$ cat src/design/vgaf_pkg.sv
// shared types and constants for the vertical gradient fill block
// no dependencies
`default_nettype none

package vgaf_pkg;

  localparam int RowW   = 12;   // row_offset field
  localparam int PixInW = 32;   // pixel_in field
  localparam int PixW   = 24;   // pixel_out field
  localparam int ChanW  = 8;    // one color byte
  localparam int CoefW  = 9;    // start and end registers
  localparam int RegHW  = 13;   // box_height register
  localparam int QuoW   = 9;    // quotient magnitude, |diff| * row / h < 512
  localparam int RemW   = QuoW + RowW;  // product magnitude
  localparam int Lanes  = 3;
  localparam int CfgIdxW  = 3;
  localparam int CfgDataW = 13;
  localparam int InDataW  = 48;

  typedef enum logic [CfgIdxW-1:0] {
    CFG_START_RED   = 3'd0,
    CFG_START_GREEN = 3'd1,
    CFG_START_BLUE  = 3'd2,
    CFG_END_RED     = 3'd3,
    CFG_END_GREEN   = 3'd4,
    CFG_END_BLUE    = 3'd5,
    CFG_BOX_HEIGHT  = 3'd6
  } cfg_idx_e;

  // lane order: 0 blue, 1 green, 2 red, same as the byte order in the pixel
  typedef struct packed {
    logic            neg;
    logic [RemW-1:0] rem;
    logic [QuoW-1:0] quo;
  } lane_t;

  typedef struct packed {
    lane_t [Lanes-1:0] lane;
    logic [PixW-1:0]   pix;
  } item_t;

endpackage

`default_nettype wire

$ cat src/design/vgaf_mul_stage.sv
// first pipeline stage: row clamp, per-lane end-start difference and product
// depends on vgaf_pkg
`default_nettype none

module vgaf_mul_stage #(
  parameter int HeightW = 13
) (
  input  logic                                         clk_i,
  input  logic                                         rst_ni,
  input  logic                                         en_i,
  input  logic                                         valid_i,
  input  logic [vgaf_pkg::RowW-1:0]                    row_i,
  input  logic [vgaf_pkg::PixW-1:0]                    pix_i,
  input  logic [vgaf_pkg::Lanes-1:0][vgaf_pkg::CoefW-1:0] start_i,
  input  logic [vgaf_pkg::Lanes-1:0][vgaf_pkg::CoefW-1:0] end_i,
  input  logic [HeightW-1:0]                           h_i,
  output logic                                         valid_o,
  output vgaf_pkg::item_t                              data_o
);
  import vgaf_pkg::*;

  localparam int CmpW = (RowW > HeightW) ? RowW : HeightW;

  logic [RowW-1:0]        row_c;
  logic signed [CoefW:0]  diff [Lanes];
  logic [CoefW:0]         diff_abs [Lanes];
  item_t                  data_d;
  item_t                  data_q;
  logic                   valid_q;

  always_comb begin
    // a row at or beyond the height sits on the last row
    if (CmpW'(row_i) >= CmpW'(h_i)) begin
      row_c = RowW'(h_i - HeightW'(1));
    end else begin
      row_c = row_i;
    end
    data_d.pix = pix_i;
    for (int l = 0; l < Lanes; l++) begin
      diff[l] = $signed({end_i[l][CoefW-1], end_i[l]})
              - $signed({start_i[l][CoefW-1], start_i[l]});
      diff_abs[l] = diff[l][CoefW] ? (CoefW+1)'(-diff[l]) : (CoefW+1)'(diff[l]);
      data_d.lane[l].neg = diff[l][CoefW];
      data_d.lane[l].rem = RemW'(diff_abs[l][CoefW-1:0]) * RemW'(row_c);
      data_d.lane[l].quo = '0;
    end
  end

  always_ff @(posedge clk_i or negedge rst_ni) begin
    if (!rst_ni) begin
      valid_q <= 1'b0;
    end else if (en_i) begin
      valid_q <= valid_i;
    end
  end

  always_ff @(posedge clk_i) begin
    if (en_i) begin
      data_q <= data_d;
    end
  end

  assign valid_o = valid_q;
  assign data_o  = data_q;

endmodule

`default_nettype wire

$ cat src/design/vgaf_div_cell.sv
// one cell of the divider chain: settles one quotient bit in all three lanes
// depends on vgaf_pkg
`default_nettype none

module vgaf_div_cell #(
  parameter int HeightW = 13,
  parameter int Shift   = 0
) (
  input  logic                  clk_i,
  input  logic                  rst_ni,
  input  logic                  en_i,
  input  logic                  valid_i,
  input  vgaf_pkg::item_t       data_i,
  input  logic [HeightW-1:0]    h_i,
  output logic                  valid_o,
  output vgaf_pkg::item_t       data_o
);
  import vgaf_pkg::*;

  localparam int WideW = RemW + HeightW;

  logic [WideW-1:0] dv;
  logic [WideW-1:0] rem_w [Lanes];
  item_t            data_d;
  item_t            data_q;
  logic             valid_q;

  always_comb begin
    dv     = WideW'(h_i) << Shift;
    data_d = data_i;
    for (int l = 0; l < Lanes; l++) begin
      rem_w[l] = WideW'(data_i.lane[l].rem);
      if (rem_w[l] >= dv) begin
        data_d.lane[l].rem        = RemW'(rem_w[l] - dv);
        data_d.lane[l].quo[Shift] = 1'b1;
      end
    end
  end

  always_ff @(posedge clk_i or negedge rst_ni) begin
    if (!rst_ni) begin
      valid_q <= 1'b0;
    end else if (en_i) begin
      valid_q <= valid_i;
    end
  end

  always_ff @(posedge clk_i) begin
    if (en_i) begin
      data_q <= data_d;
    end
  end

  assign valid_o = valid_q;
  assign data_o  = data_q;

endmodule

`default_nettype wire

$ cat src/design/vertical_gradient_additive_fill.sv
// channel    | direction | fields (lowest bit up)
// s_axis     | in        | tdata: row_offset[11:0], pixel_in[43:12], zero pad
// m_axis     | out       | tdata: pixel_out[23:0]
// cfg        | in        | cfg_index_i selects the register, cfg_data_i carries it
//
// one item per cycle while m_axis is not stalled; the path is a multiply stage, nine divider
// cells (one quotient bit each) and the add/saturate output register.
// each stage holds its item while the next one is full and stalled, so
// bubbles close up under back-pressure. reset clears all valid flags and the
// registers to zero start/end deltas and a box height of one.
// depends on vgaf_pkg, vgaf_mul_stage, vgaf_div_cell
`default_nettype none

module vertical_gradient_additive_fill #(
  parameter int MAX_HEIGHT = 4096
) (
  input  logic                            clk_i,
  input  logic                            rst_ni,
  input  logic                            s_axis_tvalid,
  output logic                            s_axis_tready,
  input  logic [vgaf_pkg::InDataW-1:0]    s_axis_tdata,  // row_offset, pixel_in
  output logic                            m_axis_tvalid,
  input  logic                            m_axis_tready,
  output logic [vgaf_pkg::PixW-1:0]       m_axis_tdata,  // pixel_out
  input  logic                            cfg_valid_i,
  output logic                            cfg_ready_o,
  input  logic [vgaf_pkg::CfgIdxW-1:0]    cfg_index_i,
  input  logic [vgaf_pkg::CfgDataW-1:0]   cfg_data_i
);
  import vgaf_pkg::*;

  localparam int HClog   = $clog2(MAX_HEIGHT + 1);
  localparam int HeightW = (HClog < RegHW) ? HClog : RegHW;
  localparam int Stages  = QuoW + 1;

  logic [Lanes-1:0][CoefW-1:0] start_q;
  logic [Lanes-1:0][CoefW-1:0] end_q;
  logic [RegHW-1:0]            height_q;
  logic [RegHW-1:0]            h_nz;
  logic [HeightW-1:0]          h_eff;

  logic        valid [Stages];
  item_t       data  [Stages];
  logic        en    [Stages];
  logic        out_en;

  logic                     out_valid_q;
  logic [PixW-1:0]          out_data_q;
  logic [PixW-1:0]          out_data_d;
  logic signed [QuoW+1:0]   qs    [Lanes];
  logic signed [QuoW+1:0]   delta [Lanes];
  logic signed [QuoW+2:0]   sum   [Lanes];

  // configuration
  assign cfg_ready_o = 1'b1;

  always_ff @(posedge clk_i or negedge rst_ni) begin
    if (!rst_ni) begin
      start_q  <= '0;
      end_q    <= '0;
      height_q <= RegHW'(1);
    end else if (cfg_valid_i) begin
      case (cfg_index_i)
        CFG_START_RED:   start_q[2] <= cfg_data_i[CoefW-1:0];
        CFG_START_GREEN: start_q[1] <= cfg_data_i[CoefW-1:0];
        CFG_START_BLUE:  start_q[0] <= cfg_data_i[CoefW-1:0];
        CFG_END_RED:     end_q[2]   <= cfg_data_i[CoefW-1:0];
        CFG_END_GREEN:   end_q[1]   <= cfg_data_i[CoefW-1:0];
        CFG_END_BLUE:    end_q[0]   <= cfg_data_i[CoefW-1:0];
        CFG_BOX_HEIGHT:  height_q   <= cfg_data_i[RegHW-1:0];
        default: ;
      endcase
    end
  end

  // zero height acts as one, heights past the limit saturate
  always_comb begin
    h_nz = (height_q == '0) ? RegHW'(1) : height_q;
    if (32'(h_nz) > 32'(MAX_HEIGHT)) begin
      h_eff = HeightW'(MAX_HEIGHT);
    end else begin
      h_eff = HeightW'(h_nz);
    end
  end

  // a stage loads when it is empty or its item moves on
  assign out_en = !out_valid_q || m_axis_tready;

  always_comb begin
    en[Stages-1] = !valid[Stages-1] || out_en;
    for (int k = Stages - 2; k >= 0; k--) begin
      en[k] = !valid[k] || en[k+1];
    end
  end

  assign s_axis_tready = en[0];

  vgaf_mul_stage #(
    .HeightW (HeightW)
  ) u_mul (
    .clk_i   (clk_i),
    .rst_ni  (rst_ni),
    .en_i    (en[0]),
    .valid_i (s_axis_tvalid),
    .row_i   (s_axis_tdata[RowW-1:0]),
    .pix_i   (s_axis_tdata[RowW+PixW-1:RowW]),
    .start_i (start_q),
    .end_i   (end_q),
    .h_i     (h_eff),
    .valid_o (valid[0]),
    .data_o  (data[0])
  );

  for (genvar k = 1; k < Stages; k++) begin : g_cell
    vgaf_div_cell #(
      .HeightW (HeightW),
      .Shift   (QuoW - k)
    ) u_cell (
      .clk_i   (clk_i),
      .rst_ni  (rst_ni),
      .en_i    (en[k]),
      .valid_i (valid[k-1]),
      .data_i  (data[k-1]),
      .h_i     (h_eff),
      .valid_o (valid[k]),
      .data_o  (data[k])
    );
  end

  // apply sign (truncation toward zero), add start, add to byte and clamp
  always_comb begin
    for (int l = 0; l < Lanes; l++) begin
      qs[l] = data[Stages-1].lane[l].neg
            ? -$signed({2'b00, data[Stages-1].lane[l].quo})
            :  $signed({2'b00, data[Stages-1].lane[l].quo});
      delta[l] = $signed({{2{start_q[l][CoefW-1]}}, start_q[l]}) + qs[l];
      sum[l] = $signed({4'b0000, data[Stages-1].pix[l*ChanW +: ChanW]})
             + $signed({delta[l][QuoW+1], delta[l]});
      if (sum[l] < 0) begin
        out_data_d[l*ChanW +: ChanW] = '0;
      end else if (sum[l] > $signed((QuoW+3)'(255))) begin
        out_data_d[l*ChanW +: ChanW] = '1;
      end else begin
        out_data_d[l*ChanW +: ChanW] = sum[l][ChanW-1:0];
      end
    end
  end

  always_ff @(posedge clk_i or negedge rst_ni) begin
    if (!rst_ni) begin
      out_valid_q <= 1'b0;
    end else if (out_en) begin
      out_valid_q <= valid[Stages-1];
    end
  end

  always_ff @(posedge clk_i) begin
    if (out_en) begin
      out_data_q <= out_data_d;
    end
  end

  assign m_axis_tvalid = out_valid_q;
  assign m_axis_tdata  = out_data_q;

  // checks
  a_accept_loads: assert property (@(posedge clk_i) disable iff (!rst_ni)
    s_axis_tvalid && s_axis_tready |=> valid[0])
    else $error("accepted item did not enter the multiply stage");

  a_rem_below_h: assert property (@(posedge clk_i) disable iff (!rst_ni)
    valid[Stages-1] |-> (data[Stages-1].lane[0].rem < (RemW)'(h_eff))
      && (data[Stages-1].lane[1].rem < (RemW)'(h_eff))
      && (data[Stages-1].lane[2].rem < (RemW)'(h_eff)))
    else $error("divider remainder not below the height");

  a_out_stall_holds_chain: assert property (@(posedge clk_i) disable iff (!rst_ni)
    m_axis_tvalid && !m_axis_tready && valid[Stages-1] |-> !en[Stages-1])
    else $error("last cell advanced into a stalled output");

  a_h_nonzero: assert property (@(posedge clk_i) disable iff (!rst_ni)
    h_eff != '0)
    else $error("effective height is zero");

endmodule

`default_nettype wire
$ cat config.mk
export PLATFORM = sky130hd
export DESIGN_NAME = vertical_gradient_additive_fill
export DESIGN_NICKNAME = d
export VERILOG_FILES = /design/src/design/vgaf_pkg.sv /design/src/design/vgaf_mul_stage.sv /design/src/design/vgaf_div_cell.sv /design/src/design/vertical_gradient_additive_fill.sv
export SDC_FILE = /design/constraint.sdc
export NUM_CORES = 2
export LEC_CHECK = 0
export BUFFER_PORTS_ARGS = -buffer_cell sky130_fd_sc_hd__buf_2
export CORE_ASPECT_RATIO = 0.9
export CORE_MARGIN = 2
export CORE_UTILIZATION = 50
export CTS_BUF_LIST = sky130_fd_sc_hd__clkbuf_2
export DETAILED_ROUTE_END_ITERATION = 10
export GPL_TIMING_DRIVEN = 0
export HOLD_SLACK_MARGIN = 0.12
export PLACE_DENSITY = 0.73
export SYNTH_ARGS = -nofsm -noshare
export SYNTH_HDL_FRONTEND = slang
export SYNTH_HIERARCHICAL = 1
export SYNTH_SLANG_ARGS = --single-unit
$ cat constraint.sdc
create_clock -name clk_i -period 22.4 [get_ports clk_i]
set_input_delay 4.48 -clock clk_i [delete_from_list [all_inputs] [get_ports clk_i]]
set_output_delay 4.48 -clock clk_i [all_outputs]
set_load 0.01 [all_outputs]
# Yosys cells after proc, flatten, opt, wreduce, memory -nomap -nowiden
# Index checks and enable logic that the tools add are counted.
# word_totals
ff_bits	1074
latchBits	0
ramBits	0
rom_bits	0
inputBits	69
output_inout_bits	27
elab_cells	290
n_memories	0
# classes
add_sub_neg	40
multipliers	3
div_mod_pow	0
n_lt_le_gt_ge	35
n_eq_ne	6
shift	0
mux	36
bitwise	0
reduce_logical	31
# ops
operator	n
$mux W21	21
$mux W22	3
$ge A21 B13 Y1	3
$ge A21 B14 Y1	3
$ge A21 B15 Y1	3
$ge A21 B16 Y1	3
$ge A21 B17 Y1	3
$ge A21 B18 Y1	3
$ge A21 B19 Y1	3
$ge A21 B20 Y1	3
$ge A21 B21 Y1	3
$mul A9 B12 Y21	3
$sub A21 B14 Y21	3
$sub A21 B15 Y21	3
$sub A21 B16 Y21	3
$sub A21 B17 Y21	3
$sub A21 B18 Y21	3
$sub A21 B19 Y21	3
$sub A21 B20 Y21	3
$sub A21 B21 Y21	3
$add A9 B11 Y12	3
$gt A12 B9 Y1 const B	3
$lt A12 B1 Y1 const B	3
$add A9 B11 Y11	3
other kinds (19)	61

# Depth between registers and ports, before layout
# logic_depth
depth_word	12
ltp_mapped	32
ltp_nobuf	30

# Hierarchy
# Netlist, hierarchy kept.
# modules_own_cells
module	n_inst	cells_each	area_per_inst_um2	seq_area_each_um2
vgaf_mul_stage	1	1775	15810.2	2727.6
vertical_gradient_additive_fill	1	634	6651.4	2423.6
vgaf_div_cell (g_cell[9].u_cell)	1	545	6407.4	3538.4
vgaf_div_cell (g_cell[8].u_cell)	1	535	6378.6	3538.4
vgaf_div_cell (g_cell[5].u_cell)	1	521	6339.8	3538.4
vgaf_div_cell (g_cell[6].u_cell)	1	528	6266.0	3538.4
vgaf_div_cell (g_cell[4].u_cell)	1	487	6263.5	3538.4
vgaf_div_cell (g_cell[7].u_cell)	1	508	6237.2	3538.4
vgaf_div_cell (g_cell[2].u_cell)	1	459	6104.6	3538.4
vgaf_div_cell (g_cell[3].u_cell)	1	486	6080.8	3538.4
vgaf_div_cell (g_cell[1].u_cell)	1	449	6059.6	3538.4

# Worst setup path after synthesis
# No wires, ideal clock.
# synth_path
kind	input-to-output
startpoint	input port m_axis_tready
endpoint	output port s_axis_tready
arrival_ps	17925
required_time_ps	17920
slack_ps	-5
stages	7
path_buffers	0
cell_sequence	nor2b_1 nand3_1 nor2_1 nand3_1 nor2_1 nand4_1 or2_2
# synth_lines
element	line	text
start: declaration	vertical_gradient_additive_fill.sv:23	input logic m_axis_tready,
end: declaration	vertical_gradient_additive_fill.sv:20	output logic s_axis_tready,

==> impl_results.md <==
* Resized Gates After CTS at 0
* First-pass DRT Iterations at 6
* Root Buffer: clkbuf_2
* Gpl congestion at 0.938
* Worst Max-Slew Pin Slew at 1520 ps
* Vias per cell at 5.68
* Clk buf depth at 4
* R2r startpoint: height_q[4]
* Syn_area_per_cell at 11.4 um2
* Remaining DRCs at 0
* Die ar. at 153000 um2
* Grt met2 use at 38.9%
* Filler cells at 12726
* WHS Endpoint: g_cell[4].u_cell/data_o[57]
* Final hold violations at 0
* Slew Viols, Final at 25
* Remaining antenna violation count at 0
* GR Util met3 at 4.65%
* Number of global-route vias before repair at 52012
* Largest net degree at the start of global routing at 97
* Hold path cells at 0
* Critical path required time at 17920 ps
* Fraction of layout instances using a drive strength above 1 at 14.8%
* CP Class: primary input to output pin
* Critical path arrival at 8970 ps
* Port Buffers at 80
* Initial Utilization at 50.4%
* Io pins at 96
* Slew HR at -1.49%
* Final setup viols at 0
* Die span in y at 371 um
* Cells after synthesis at 6579
* Cell row count at 134
* Skew-Pair Late Insertion Delay at 1670 ps
* Post-CTS setup buffers at 0
* Maxcap violations at 2
* Total gr overflow at 0
* Hold Crit Start: g_cell[3].u_cell/data_o[57]
* TritonCTS sink count at 1182
* Layout Area Growth over Synthesis at 8.35%
* RSZ-0062 raised after global routing: no
* Drt total wl at 188 mm
* Initial antenna violation count at 2
* Met1 GRT Util at 33.1%
* Setup Skew at 224 ps
* Die X-Extent at 412 um
* Core Box Area at 149000 um2
* DRT iter0 DRCs at 4721
* Worst R2R Path Depth at 29
* Hpwl dp at 144 mm
* Reg clk slew, reported paths at 110 ps
* Global Route Usage Sum at 24.6%
* CTS H-tree lvls at 5
* CTS tree: done
* Ys Warns at 6
* CP max FO at 65
* Worst reg2reg endpoint: u_mul/data_o[115]
* First-pass GRT wire length at 290 mm
* Cell area after synthesis at 74900 um2
* Crit start category: primary input
* Vias at 52319
* Violated checks: capacitance limit, slew limit
* Final min period at 13450 ps
* Critical path capture point type: output pin
* Routed len/inst at 20.5 um
* Final Util at 54.6%
* Final worst-path cycle share at 60.1%
* Fmax at 0.0743 GHz
* FF-to-FF setup slack at 11800 ps
* Hold/Removal Path Class: flop to flop
* CTS Buf Count at 309
* Final nets at 7924
* Number of hold buffers added after cts at 0
* Status: complete, but fails checks
* Worst hold slack at 297 ps
* GRT Max-Usage Layer: met2
cell usage in the layout, fill, tap and decap left out, types with 77 or more instances in the layout:
cell type     n
buf_2       126
nand2_1     382
edfxtp_1   1104
dfrtp_1      77
xor2_1      160
o21a_1       82
nand2b_1    138
a21o_1      120
nor2_1      527
nand3_1     103
mux2_2      184
o21ai_0     268
nor3_1      102
a21oi_1     388
ha_1        586
xnor2_1     258
clkbuf_2    422
inv_1       639
fa_1        246
final cells by class:
type	instances	area, um2	share of cell area (%)
Tap cell	1972	2470	3.04
Clock buffer	422	2110	2.60
Timing Repair Buffer	107	1020	1.25
Buffer	170	1020	1.26
Clock inverter	88	439	0.541
Multi-Input combinational cell	4610	36600	45.0
Sequential cell	1182	35100	43.2
Inverter	643	2430	2.99
Antenna cell	10	25.0	0.0308
layer usage:
layer,share of wire (%),vias up
met2,45,1808
met5,0,-
met3,6.9,436
met1,43,25279
met4,4.4,0
li1,-,24796
critical path, stage by stage:
cell and delay (ps):
buf_2 100, nor2b_1 330, nand3_4 160, nor2_1 520, nand3_4 390, buf_16 320, nor2_1 530, nand4_1 790
or2_4 720, buf_16 270, buf_2 230
metrics by stage:
step / area, um2 / cells / setup slack [ps] / setup TNS [ps]
2_1_floorplan: 75000 / 6605 / 1380 / 0
3_3_place_gp: 77900 / 8657 / -5720 / -130000
3_5_place_dp: 78600 / 8684 / 8900 / 0
4_1_cts: 81200 / 9194 / 8900 / 0
5_1_grt: 81200 / 9203 / 8690 / 0
6_report: 81200 / 9204 / 8950 / 0
flip-flops by register name (all words and copies together), names as in the netlist:
| name | count |
|---|---|
| g_cell.u_cell/data_o | 990 |
| u_mul/data_o | 90 |
| end_q | 27 |
| start_q | 27 |
| m_axis_tdata | 24 |
| height_q | 13 |
| g_cell.u_cell/valid_o | 9 |
| m_axis_tvalid | 1 |
| u_mul/valid_o | 1 |
worst max-delay path by stage:
stage / slack [ps] / to / start / cells past startpoint
finish: 8950 / s_axis_tready / m_axis_tready / 11
CTS: 8900 / s_axis_tready / m_axis_tready / 11
detailed placement: 8900 / s_axis_tready / m_axis_tready / 11
floorplan: 1380 / s_axis_tready / m_axis_tready / 7
global route: 8690 / s_axis_tready / m_axis_tready / 11
global placement: -5720 / s_axis_tready / m_axis_tready / 9
Power is not shown: default switching activity piles up to over one toggle a cycle in this logic, so the estimate is an artifact.
